$ cat src/hdl/hbe_pkg.sv
package hbe_pkg;

  localparam int COORD_BITS      = 20;
  localparam int XYZ_BITS        = 3 * COORD_BITS;
  localparam int COORD_FRAC_BITS = 8;
  localparam int RECIP_BITS      = 18;
  localparam int RES_BITS        = 12;
  localparam int RES_DEPTH       = 1 << RES_BITS;
  localparam int ENERGY_BITS     = 18;

  // Squared distance: three squares of 21-bit differences.
  localparam int SQ_BITS     = 42;
  // Numerator 2^NUM_SHIFT of the reciprocal division.
  localparam int NUM_SHIFT   = 2 * COORD_FRAC_BITS + 2 * RECIP_BITS;
  localparam int LIMIT_SHIFT = 2 * COORD_FRAC_BITS - 2;
  localparam int QUO_BITS    = 40;
  localparam int ROOT_STEPS  = QUO_BITS / 2;
  localparam int SUM_BITS    = 22;
  localparam int PROD_BITS   = 38;

  localparam logic signed [15:0] NEG_COUPLING = -16'sd27888;
  localparam logic signed [ENERGY_BITS-1:0] MIN_ENERGY = -18'sd9900;

  typedef enum logic [1:0] {
    HIT_NONE   = 2'd0,
    HIT_FIRST  = 2'd1,
    HIT_SECOND = 2'd2
  } slot_hit_t;

  typedef enum logic [2:0] {
    F_IDLE, F_SQ, F_SUM, F_DIV, F_SQRT, F_ACC, F_MUL, F_RND
  } front_state_t;

  typedef enum logic [1:0] {
    B_CLEAR, B_IDLE, B_READ, B_UPD
  } back_state_t;

  typedef struct packed {
    logic signed [ENERGY_BITS-1:0] energy;
    logic [RES_BITS-1:0]           donor;
    logic [RES_BITS-1:0]           acceptor;
  } bond_t;

endpackage

$ cat src/hdl/hbe_queue.sv
module hbe_queue
  import hbe_pkg::*;
(
  input  logic  clk,
  input  logic  rst,
  input  logic  push,
  input  bond_t din,
  input  logic  pop,
  output bond_t dout,
  output logic  full,
  output logic  empty
);

  bond_t      mem [2];
  logic       wptr;
  logic       rptr;
  logic [1:0] count;

  assign full  = (count == 2'd2);
  assign empty = (count == 2'd0);
  assign dout  = mem[rptr];

  always_ff @(posedge clk) begin
    if (rst) begin
      wptr  <= 1'b0;
      rptr  <= 1'b0;
      count <= 2'd0;
    end else begin
      if (push) wptr <= ~wptr;
      if (pop) rptr <= ~rptr;
      if (push && !pop) count <= count + 2'd1;
      else if (pop && !push) count <= count - 2'd1;
    end
  end

  always_ff @(posedge clk) begin
    if (push) mem[wptr] <= din;
  end

endmodule

$ cat config.mk
export PLATFORM = sky130hd
export DESIGN_NAME = hbe_queue
export DESIGN_NICKNAME = d
export VERILOG_FILES = /design/src/hdl/hbe_pkg.sv /design/src/hdl/hbe_queue.sv
export SDC_FILE = /design/constraint.sdc
export NUM_CORES = 1
export LEC_CHECK = 0
export BUFFER_PORTS_ARGS = -buffer_cell sky130_fd_sc_hd__buf_2
export CAP_MARGIN = 20
export CORE_UTILIZATION = 35
export DETAILED_ROUTE_END_ITERATION = 10
export PLACE_DENSITY = 0.57
export SLEW_MARGIN = 20
export SYNTH_ARGS = -nofsm -noshare
export SYNTH_HDL_FRONTEND = slang
export SYNTH_SLANG_ARGS = --single-unit
$ cat constraint.sdc
create_clock -name clk -period 3.8 [get_ports clk]
set_clock_uncertainty 0.2 [all_clocks]
set_input_delay 0.19 -clock clk [delete_from_list [all_inputs] [get_ports clk]]
set_output_delay 0.19 -clock clk [all_outputs]
set_load 0.02 [all_outputs]
==> out/results.tsv <==
metric	value	unit
required	3410	ps
synth_most_common_cell	edfxtp_1	
synth_top_area_cell	edfxtp_1	
coreArea	0.00885	mm2
tightest_slew	1050	ps
slowest_delay	1010	ps
start_util	36.5	%
finalHoldViolations	0	
rsz0062_at_grt	false	
nFillCells	795	
cp-start-kind	register	
crit_path_cell_trace	mux2_2 > buf_2	
syn_nets	200	
finalSetupViolCount	0	
syn_avg_cell_area	21.1	um2
slew_headroom	30.0	%
cp.arrival	1960	ps
violations	DRC	
ir_drop	304	uV
path_class	register to primary output	
track_usage	12.5	%
syn2layout_area_growth	38.5	%
clock_latency	340	ps
io_buffer_count	89	
grt_max_degree	43	
fin_setup_tns	0	ps
place.gp.congestion	0.608	
final_max_slew_viol_count	0	
synth.distinct_cells	16	
r2r-end	mem[0][40]$_DFFE_PP_	
grt_pass1_wl	9.12	mm
rows	34	
die_h	98.1	um
rrSetupSlack	1850	ps
ant_nets	0	
cts_resized	0	
layout.nets	341	
diodes	0	
first_global_vias	1974	
pin_count	90	
powerDensity	487	mW/mm2
dr.first_iter.drc_count	41	
cp_top_family	flip-flops	
min_period	2350	ps
reg2reg_from	wptr$_SDFFE_PP0P_	
yosys-top-cells-area	edfxtp_1, mux2_2, dfxtp_1	
synth_top_area_share	78.1	%
synth-seq-cells	89	
worstHoldPathCells	4	
cts_buffers	9	
final_area	0.00447	mm2
antenna_found_initial	0	
post-route-period-util	62.0	%
fin_ws	1450	ps
first_pass_iters	7	
die_area	0.00962	mm2
cts_buffer_depth	2	
cts.clk_slew.worst_paths	80	ps
syn_area	0.00323	mm2
ys_async_sr_fraction	0	%
viasPerCell	4.51	
synth_flop_cell	edfxtp_1	
hpwlAfterDp	3.29	mm
min_path_type	input pin to register	
post-cts-setup-buffers	0	
wl_per_cell	13.8	um
gr-total-overflow	0	
synthCells	153	
timing.fmax	425	MHz
p_leak	1.70	nW
cp_max_fo	42	
drv_cap	0	
ys_warn_count	0	
min-delay-start	push	
cts_sinks	89	
htree_levels	3	
drc	3	
outcome	finished with violations	
path_buf_inv	1	
worst_hold_path.endpoint	count[0]$_SDFFE_PP0P_	
drive_gt1_share	50.2	%
critPathSlowestCell	dfxtp_2	
synth_edf_count	84	
num_vias	1834	
finalWirelength	5.63	mm
placed_cell_area	0.00380	mm2
pre_cts_ws	1750	ps
endpoint_kind	primary output	
synth_commonest_cells	edfxtp_1, mux2_2, dfxtp_1, nor2_1, buf_2	
ys_seq_area_share	81.2	%
cts_tree	yes	
r2r_cells	2	
cts_root_buffer	clkbuf_8	
die_w	98.1	um
## worst max path at each step
stage / start / end / slack (ps) / cells after the start
2_1_floorplan: wptr$_SDFFE_PP0P_ / mem[0][0]$_DFFE_PP_ / 950 / 1
3_3_place_gp: register / dout[35] / 1730 / 2
3_5_place_dp: register / dout[35] / 1750 / 2
4_1_cts: register / dout[35] / 1360 / 2
5_1_grt: register / dout[21] / 1300 / 2
6_report: register / dout[35] / 1450 / 2
## metrics by stage
step                      power (mW)  utilization, %  hold slack [ps]  cells
after global placement          1.46            43.0              178    346
after global routing            2.27            50.6              168    407
final                           2.18            50.6              140    407
after detailed placement        1.46            43.0              181    346
after floorplan                 1.36               -             59.1    153
after CTS                       2.21            50.6              115    407
## layout by cell type, fill, tap and decap left out
cell type      instances
or3_1                  1
mux2_2                42
dfxtp_2                1
inv_6                  1
clkbuf_8              10
edfxtp_1              84
buf_4                  1
and2_2                 1
clkinvlp_4             1
xnor2_1                2
buf_2                 89
o21ai_0                1
and2b_2                1
dfxtp_1                4
bufinv_16              2
a21oi_1                1
nor2_1                 5
clkbuf_1               2
ha_1                   1
dlygate4sd3_1         45
inv_1                  1
xor2_1                 2
nor2b_4                1
## final cells by class
| cell class | count | area (um2) | share of cell area [%] |
|---|---|---|---|
| clock buffers | 12 | 145 | 3.24 |
| inverters | 1 | 3.75 | 0.0839 |
| clock inverters | 4 | 76.3 | 1.71 |
| well taps | 108 | 135 | 3.02 |
| multi-input cells | 58 | 586 | 13.1 |
| repair buffers | 135 | 903 | 20.2 |
| flip-flops and latches | 89 | 2620 | 58.7 |
## worst register-to-register path: stages (launching register included)
cell and delay, ps:
dfxtp_1 360, nor2b_4 680, buf_4 400
## cells by family (layout without fill, tap and decap cells)
kind of cell	count (synthesis)	count (layout)	share of synthesized area (%)
AO/OA/AOI/OAI	2	2	0.310
XOR/XNOR	4	4	1.08
adder cells (fa/ha/maj)	1	1	0.387
buffers and inverters	6	152	0.968
flip-flops	89	89	81.2
multiplexers	42	42	14.6
AND/OR/NAND/NOR	9	9	1.43
## state kept, by name (all words and copies together) (netlist names), named ones only
register  flops
count         2
mem          84
rptr          1
wptr          1
## repair_timing
action	in CTS	in global routing
endpoints found under the hold margin	89	0
endpoints found under the setup margin	0	0
hold buffers	45	0
## report_power, final
part	leakage, nW	total, mW	switching, mW	internal [mW]
Clock	0.107	0.709	0.317	0.392
Sequential	0.830	1.17	0.0328	1.14
Combinational	0.761	0.295	0.153	0.142
Total	1.70	2.18	0.503	1.67
## per-layer routing
layer | share of wire [%] | track usage (%)
met5 | 0 | 0
met4 | 1.3 | 6.29
met3 | 6.6 | 4.01
met2 | 49 | 20.7
met1 | 43 | 14.5
No activity file was read; power rests on OpenSTA's default activity.
