==> config.mk <==
export PLATFORM = sky130hd
export DESIGN_NAME = hbe_front
export DESIGN_NICKNAME = d
export VERILOG_FILES = /design/src/hdl/hbe_pkg.sv /design/src/hdl/hbe_front.sv
export SDC_FILE = /design/constraint.sdc
export NUM_CORES = 2
export LEC_CHECK = 0
export ABC_CLOCK_PERIOD_IN_PS = 26300
export BUFFER_PORTS_ARGS = -buffer_cell sky130_fd_sc_hd__buf_2
export CAP_MARGIN = 25
export CORE_ASPECT_RATIO = 1.75
export CORE_UTILIZATION = 42
export DETAILED_ROUTE_END_ITERATION = 10
export PLACE_DENSITY = 0.56
export SYNTH_ARGS = -nofsm -noshare
export SYNTH_HDL_FRONTEND = slang
export SYNTH_SLANG_ARGS = --single-unit
==> constraint.sdc <==
create_clock -name clk -period 26.3 [get_ports clk]
set_input_delay 3.945 -clock clk [delete_from_list [all_inputs] [get_ports clk]]
set_output_delay 3.945 -clock clk [all_outputs]
set_load 0.01 [all_outputs]
==> src/hdl/hbe_pkg.sv <==
package hbe_pkg;

  localparam int COORD_BITS      = 20;
  localparam int XYZ_BITS        = 3 * COORD_BITS;
  localparam int COORD_FRAC_BITS = 8;
  localparam int RECIP_BITS      = 18;
  localparam int RES_BITS        = 12;
  localparam int RES_DEPTH       = 1 << RES_BITS;
  localparam int ENERGY_BITS     = 18;

  // Squared distance: three squares of 21-bit differences.
  localparam int SQ_BITS     = 42;
  // Numerator 2^NUM_SHIFT of the reciprocal division.
  localparam int NUM_SHIFT   = 2 * COORD_FRAC_BITS + 2 * RECIP_BITS;
  localparam int LIMIT_SHIFT = 2 * COORD_FRAC_BITS - 2;
  localparam int QUO_BITS    = 40;
  localparam int ROOT_STEPS  = QUO_BITS / 2;
  localparam int SUM_BITS    = 22;
  localparam int PROD_BITS   = 38;

  localparam logic signed [15:0] NEG_COUPLING = -16'sd27888;
  localparam logic signed [ENERGY_BITS-1:0] MIN_ENERGY = -18'sd9900;

  typedef enum logic [1:0] {
    HIT_NONE   = 2'd0,
    HIT_FIRST  = 2'd1,
    HIT_SECOND = 2'd2
  } slot_hit_t;

  typedef enum logic [2:0] {
    F_IDLE, F_SQ, F_SUM, F_DIV, F_SQRT, F_ACC, F_MUL, F_RND
  } front_state_t;

  typedef enum logic [1:0] {
    B_CLEAR, B_IDLE, B_READ, B_UPD
  } back_state_t;

  typedef struct packed {
    logic signed [ENERGY_BITS-1:0] energy;
    logic [RES_BITS-1:0]           donor;
    logic [RES_BITS-1:0]           acceptor;
  } bond_t;

endpackage

==> src/hdl/hbe_front.sv <==
module hbe_front
  import hbe_pkg::*;
(
  input  logic                clk,
  input  logic                rst,
  input  logic                start_ok,
  input  logic                in_valid,
  output logic                in_stall,
  input  logic [XYZ_BITS-1:0] donor_n_xyz,
  input  logic [XYZ_BITS-1:0] donor_h_xyz,
  input  logic [XYZ_BITS-1:0] acceptor_c_xyz,
  input  logic [XYZ_BITS-1:0] acceptor_o_xyz,
  input  logic                donor_is_proline,
  input  logic [RES_BITS-1:0] donor_index,
  input  logic [RES_BITS-1:0] acceptor_index,
  output logic                q_push,
  output bond_t               q_data,
  input  logic                q_full
);

  front_state_t state, state_next;

  logic [XYZ_BITS-1:0] n_xyz, h_xyz, c_xyz, o_xyz;
  logic                prol;
  logic [RES_BITS-1:0] di, ai;
  logic [1:0]          pair;
  logic [SQ_BITS-2:0]  sqx, sqy, sqz;
  logic [SQ_BITS-1:0]  sq;
  logic                close;
  logic [SQ_BITS-1:0]  rem;
  logic [QUO_BITS-1:0] quo;
  logic [5:0]          cnt;
  logic [QUO_BITS-1:0] xr, res, bitv;
  logic signed [SUM_BITS-1:0]  s;
  logic signed [PROD_BITS-1:0] p;

  logic                accept;
  logic [XYZ_BITS-1:0] a_xyz, b_xyz;
  logic signed [COORD_BITS:0]  d [3];
  logic signed [SQ_BITS-1:0]   dsq [3];
  logic [SQ_BITS-1:0]  sq_sum;
  logic                too_close;
  logic [SQ_BITS:0]    rem_sh, rem_sub;
  logic                div_ge;
  logic [QUO_BITS-1:0] root_try;
  logic                root_ge;
  logic [PROD_BITS-1:0] p_abs, p_rnd;
  logic [19:0]          mag;
  logic signed [20:0]   e_raw;
  logic signed [ENERGY_BITS-1:0] e_out;

  // Pair order: H-O, H-C, N-C, N-O; odd pairs enter the sum negated.
  assign a_xyz = pair[1] ? n_xyz : h_xyz;
  assign b_xyz = (pair == 2'd1 || pair == 2'd2) ? c_xyz : o_xyz;

  always_comb begin
    for (int k = 0; k < 3; k++) begin
      d[k] = $signed({a_xyz[COORD_BITS*k + COORD_BITS - 1], a_xyz[COORD_BITS*k +: COORD_BITS]})
           - $signed({b_xyz[COORD_BITS*k + COORD_BITS - 1], b_xyz[COORD_BITS*k +: COORD_BITS]});
      dsq[k] = SQ_BITS'(d[k]) * SQ_BITS'(d[k]);
    end
  end

  assign sq_sum    = {1'b0, sqx} + {1'b0, sqy} + {1'b0, sqz};
  assign too_close = sq_sum < (SQ_BITS'(1) << LIMIT_SHIFT);

  assign rem_sh  = {rem, (cnt == 6'(NUM_SHIFT))};
  assign div_ge  = rem_sh >= {1'b0, sq};
  assign rem_sub = rem_sh - {1'b0, sq};

  assign root_try = res + bitv;
  assign root_ge  = xr >= root_try;

  assign p_abs = p[PROD_BITS-1] ? PROD_BITS'(-p) : PROD_BITS'(p);
  assign p_rnd = p_abs + (PROD_BITS'(1) << (RECIP_BITS - 1));
  assign mag   = p_rnd[RECIP_BITS +: 20];
  assign e_raw = p[PROD_BITS-1] ? -$signed({1'b0, mag}) : $signed({1'b0, mag});

  always_comb begin
    if (prol) e_out = '0;
    else if (close) e_out = MIN_ENERGY;
    else if (e_raw < 21'(MIN_ENERGY)) e_out = MIN_ENERGY;
    else e_out = e_raw[ENERGY_BITS-1:0];
  end

  assign accept = in_valid && !in_stall;
  assign q_data = '{energy: e_out, donor: di, acceptor: ai};

  always_ff @(posedge clk) begin
    if (rst) state <= F_IDLE;
    else state <= state_next;
  end

  always_comb begin
    state_next = state;
    in_stall   = 1'b1;
    q_push     = 1'b0;
    case (state)
      F_IDLE: begin
        in_stall = !start_ok;
        if (accept) state_next = F_SQ;
      end
      F_SQ:   state_next = F_SUM;
      F_SUM:  state_next = too_close ? F_ACC : F_DIV;
      F_DIV:  if (cnt == 6'd0) state_next = F_SQRT;
      F_SQRT: if (cnt == 6'd0) state_next = F_ACC;
      F_ACC:  state_next = (pair == 2'd3) ? F_MUL : F_SQ;
      F_MUL:  state_next = F_RND;
      F_RND: begin
        q_push = !q_full;
        if (!q_full) state_next = F_IDLE;
      end
      default: state_next = F_IDLE;
    endcase
  end

  always_ff @(posedge clk) begin
    case (state)
      F_IDLE: begin
        if (accept) begin
          n_xyz <= donor_n_xyz;
          h_xyz <= donor_h_xyz;
          c_xyz <= acceptor_c_xyz;
          o_xyz <= acceptor_o_xyz;
          prol  <= donor_is_proline;
          di    <= donor_index;
          ai    <= acceptor_index;
          pair  <= 2'd0;
          close <= 1'b0;
          s     <= '0;
        end
      end
      F_SQ: begin
        sqx <= dsq[0][SQ_BITS-2:0];
        sqy <= dsq[1][SQ_BITS-2:0];
        sqz <= dsq[2][SQ_BITS-2:0];
      end
      F_SUM: begin
        sq  <= sq_sum;
        rem <= '0;
        quo <= '0;
        cnt <= 6'(NUM_SHIFT);
        res <= '0;
        if (too_close) close <= 1'b1;
      end
      F_DIV: begin
        rem <= div_ge ? rem_sub[SQ_BITS-1:0] : rem_sh[SQ_BITS-1:0];
        quo <= {quo[QUO_BITS-2:0], div_ge};
        if (cnt == 6'd0) begin
          xr   <= {quo[QUO_BITS-2:0], div_ge};
          res  <= '0;
          bitv <= QUO_BITS'(1) << (QUO_BITS - 2);
          cnt  <= 6'(ROOT_STEPS - 1);
        end else begin
          cnt <= cnt - 6'd1;
        end
      end
      F_SQRT: begin
        if (root_ge) begin
          xr  <= xr - root_try;
          res <= (res >> 1) + bitv;
        end else begin
          res <= res >> 1;
        end
        bitv <= bitv >> 2;
        cnt  <= cnt - 6'd1;
      end
      F_ACC: begin
        if (pair[0]) s <= s - $signed({1'b0, res[SUM_BITS-2:0]});
        else s <= s + $signed({1'b0, res[SUM_BITS-2:0]});
        pair <= pair + 2'd1;
      end
      F_MUL: p <= PROD_BITS'(s) * PROD_BITS'(NEG_COUPLING);
      default: ;
    endcase
  end

endmodule

==> metrics.log <==
[metrics] Overall Global Routing Usage: 22.37%
[metrics] final-report max-slew violation count: 0
[metrics] most frequent cells after synthesis: inv_1, fa_1, ha_1
[metrics] critical path class: reg2reg
[metrics] number of storage elements in the synthesis netlist: 676
[metrics] Residual DRC: 0
[metrics] buffer levels on the longest clock path: 3
[metrics] most numerous cell in the Yosys netlist: inv_1
[metrics] clock tree from TritonCTS: built
[metrics] global routing met3 resource utilization: 2.328%
[metrics] Yosys top cell area share: 30.99%
[metrics] width of the chip: 344.3 µm
[metrics] placeable core region: 0.2036 mm²
[metrics] asr flop ratio synth: 0%
[metrics] leading post-synthesis cells by cell area: fa_1, edfxtp_1, ha_1
[metrics] worst stage delay on the critical path: 0.83 ns
[metrics] fraction of layout instances using a drive strength above 1: 7.783%
[metrics] H-tree Lvls: 3
[metrics] routed wire length: 225,000 µm
[metrics] Critical Path Slowest Stage Cell: clkinv_1
[metrics] number of endpoints with negative hold slack in the final report: 0
[metrics] required time at the worst-slack endpoint: 26.72 ns
[metrics] worst-skew pair later-pin latency: 0.71 ns
[metrics] yosys synthesis warning count: 0
[metrics] Net count, final: 11,060
[metrics] Chip Height: 601.0 µm
[metrics] setup skew after layout: 0.06138 ns
[metrics] initial cell density of the core: 42.29%
[metrics] cell type with the largest total area after synthesis: fa_1
[metrics] unrepaired setup endpoints after global routing: no
[metrics] Fmax: 75.00 MHz
[metrics] leading register cell type out of synthesis: edfxtp_1
[metrics] Overflow after GRT: 0
[metrics] syn_area_per_cell: 10.16 µm²
[metrics] Top-Level Pins: 314
[metrics] met2 capacity usage during global routing: 43.49%
[metrics] number of sinks driven by the clock tree: 676
[metrics] Rows: 219
[metrics] Post-CTS Hold Fix Bufs: 0
[metrics] clock buffers created by TritonCTS: 73
[metrics] Critical Path AT: 13.75 ns
[metrics] clock root cell: clkbuf_16
[metrics] shortest period the worst path allows: 13.33 ns
[metrics] slew at the pin closest to its max-slew limit: 1.040 ns
[metrics] register area share after synthesis: 23.54%
[metrics] area of the mapped netlist: 0.08611 mm²
[metrics] fraction of met1 tracks used by global routing: 22.68%
[metrics] clock transition time at the flip-flop clock pins of the worst setup and hold paths: 0.07 ns
[metrics] vias per inst: 5.248
[metrics] most common cell type on the critical path: fa_1
[metrics] total half-perimeter wirelength after legalization and detailed placement: 184,200 µm
[metrics] number of library cell types mapped by synthesis: 99
[metrics] antenna violations before repair: 5
[metrics] largest fanout of any net on the critical path: 32
[metrics] routed vias: 60,060
[metrics] Most Used Layer, Global Route: met2
[metrics] DR pass1 iterations: 6
[metrics] DRT iter0 DRCs: 2,909
[metrics] # fillers: 19,260
[metrics] count of flip-flops with a built-in enable after synthesis: 673
[metrics] final-layout setup total negative slack: 0 ns
[metrics] max_cap viols: 0
[metrics] post-detailed-route count of antenna-violating nets: 0
[metrics] result of the run: completed
[metrics] CP endpoint kind: register
[metrics] number of setup buffers added after CTS: 0
[metrics] path type of the worst min-delay path: reg2reg
[metrics] synthesized netlist cell count: 8,474
[metrics] fin crit share: 50.70%
[metrics] Routability Congestion: 0.9279
[metrics] minimum hold slack: 0.5069 ns
[metrics] maximum number of pins on one net before global-route repair: 96
[metrics] average routed wire per standard cell: 19.66 µm
[metrics] Port Buf Inserts: 313
[metrics] via count of the first global-routing pass: 67,230
[metrics] max-slew headroom at the worst pin: 30.42%
[metrics] count of cells resized by post-cts repair: 0
[metrics] Die ar.: 0.2069 mm²
[metrics] setup-violating endpoint count in the final report: 0
[metrics] synthesis-to-layout area growth: 8.684%
[metrics] sort of element at the start of the critical path: register
[metrics] wire length of the first global-routing pass: 358,400 µm
## kinds of logic (layout without fill, tap and decap cells)
group / after synthesis / in the layout / share of synthesized area (%)
muxes: 175 / 175 / 2.135
other: 1 / 8 / 0.004355
buffers and inverters: 1948 / 2260 / 8.511
DFF: 676 / 676 / 23.54
adders and majority gates: 2060 / 2060 / 41.56
and+or+nand+nor: 1970 / 1970 / 10.39
xor gates and xnor gates: 503 / 503 / 5.125
AOI/OAI and AO/OA: 1141 / 1141 / 8.739
## cells in the final DEF (no fill, tap or decap), types with 59 or more instances in the layout
| master | instances |
|---|---|
| mux2i_1 | 106 |
| edfxtp_1 | 673 |
| a31oi_1 | 64 |
| mux2_2 | 69 |
| ha_1 | 726 |
| nand3_1 | 89 |
| nor3_1 | 107 |
| inv_1 | 1701 |
| o21ai_0 | 234 |
| nor2_1 | 705 |
| a21o_1 | 148 |
| fa_1 | 1333 |
| a211oi_1 | 61 |
| nand2b_1 | 59 |
| clkbuf_16 | 73 |
| xnor2_1 | 308 |
| buf_4 | 90 |
| and3_1 | 99 |
| xor2_1 | 191 |
| buf_2 | 313 |
| nand2_1 | 635 |
| a21oi_1 | 292 |
## area by class of cell
| cell class | count | area (µm²) | area share (%) |
|---|---|---|---|
| diodes | 5 | 12.51 | 0.01337 |
| clock buffers | 82 | 1861 | 1.988 |
| clock inverters | 47 | 701.9 | 0.7501 |
| inverters | 1724 | 6479 | 6.923 |
| multi-input cells | 5852 | 58600 | 62.62 |
| flip-flops and latches | 676 | 20270 | 21.66 |
| well taps | 2652 | 3318 | 3.546 |
| repair buffers | 407 | 2340 | 2.500 |
## state kept, by name (all words and copies together) (netlist names), 12 cells and up
register  count
ai           12
c_xyz        60
res          40
rem          42
o_xyz        60
di           12
h_xyz        60
s            22
xr           40
sqx          40
sqz          40
quo          39
n_xyz        60
sq           42
sqy          40
p            34
bitv         20
## per-stage QoR
| step | util (%) | worst slack (ns) | cells | area [µm²] |
|---|---|---|---|---|
| floorplan | - | 15.09 | 8476 | 86110 |
| global placement | 44.65 | 13.21 | 11310 | 90910 |
| detailed placement | 44.67 | 12.95 | 11310 | 90940 |
| CTS | 45.93 | 12.83 | 11440 | 93500 |
| global route | 45.96 | 11.83 | 11440 | 93580 |
| finish | 45.97 | 12.97 | 11450 | 93580 |
## layer usage
| metal | vias up | part of all wire [%] |
|---|---|---|
| met5 | - | 0.0044 |
| met4 | 2 | 6.3 |
| met3 | 507 | 3.7 |
| met2 | 1391 | 56 |
| met1 | 30210 | 34 |
| li1 | 27960 | - |
## worst max-delay path: cells and delay by family (launching register included)
family	cells	cell delay (ns)
buffers and inverters	5	1.57
DFF	1	0.75
xor gates and xnor gates	2	0.75
adders and majority gates	10	5.15
and+or+nand+nor	2	0.40
AOI/OAI and AO/OA	17	4.05
muxes	1	0.27
## final timing paths
kind	from	endpoint	slack, ns	depth (start not counted)
worst max-delay path	pair[0]	sqz[40]	12.97	37
worst max register to register	pair[0]	sqz[40]	12.97	37
worst min-delay path	quo[13]	xr[14]	0.51	2
worst min register to register	quo[13]	xr[14]	0.51	2
Power is left out: the tool's default activity adds up to more than one toggle a clock period on the data nets, which glitch-free logic cannot reach.
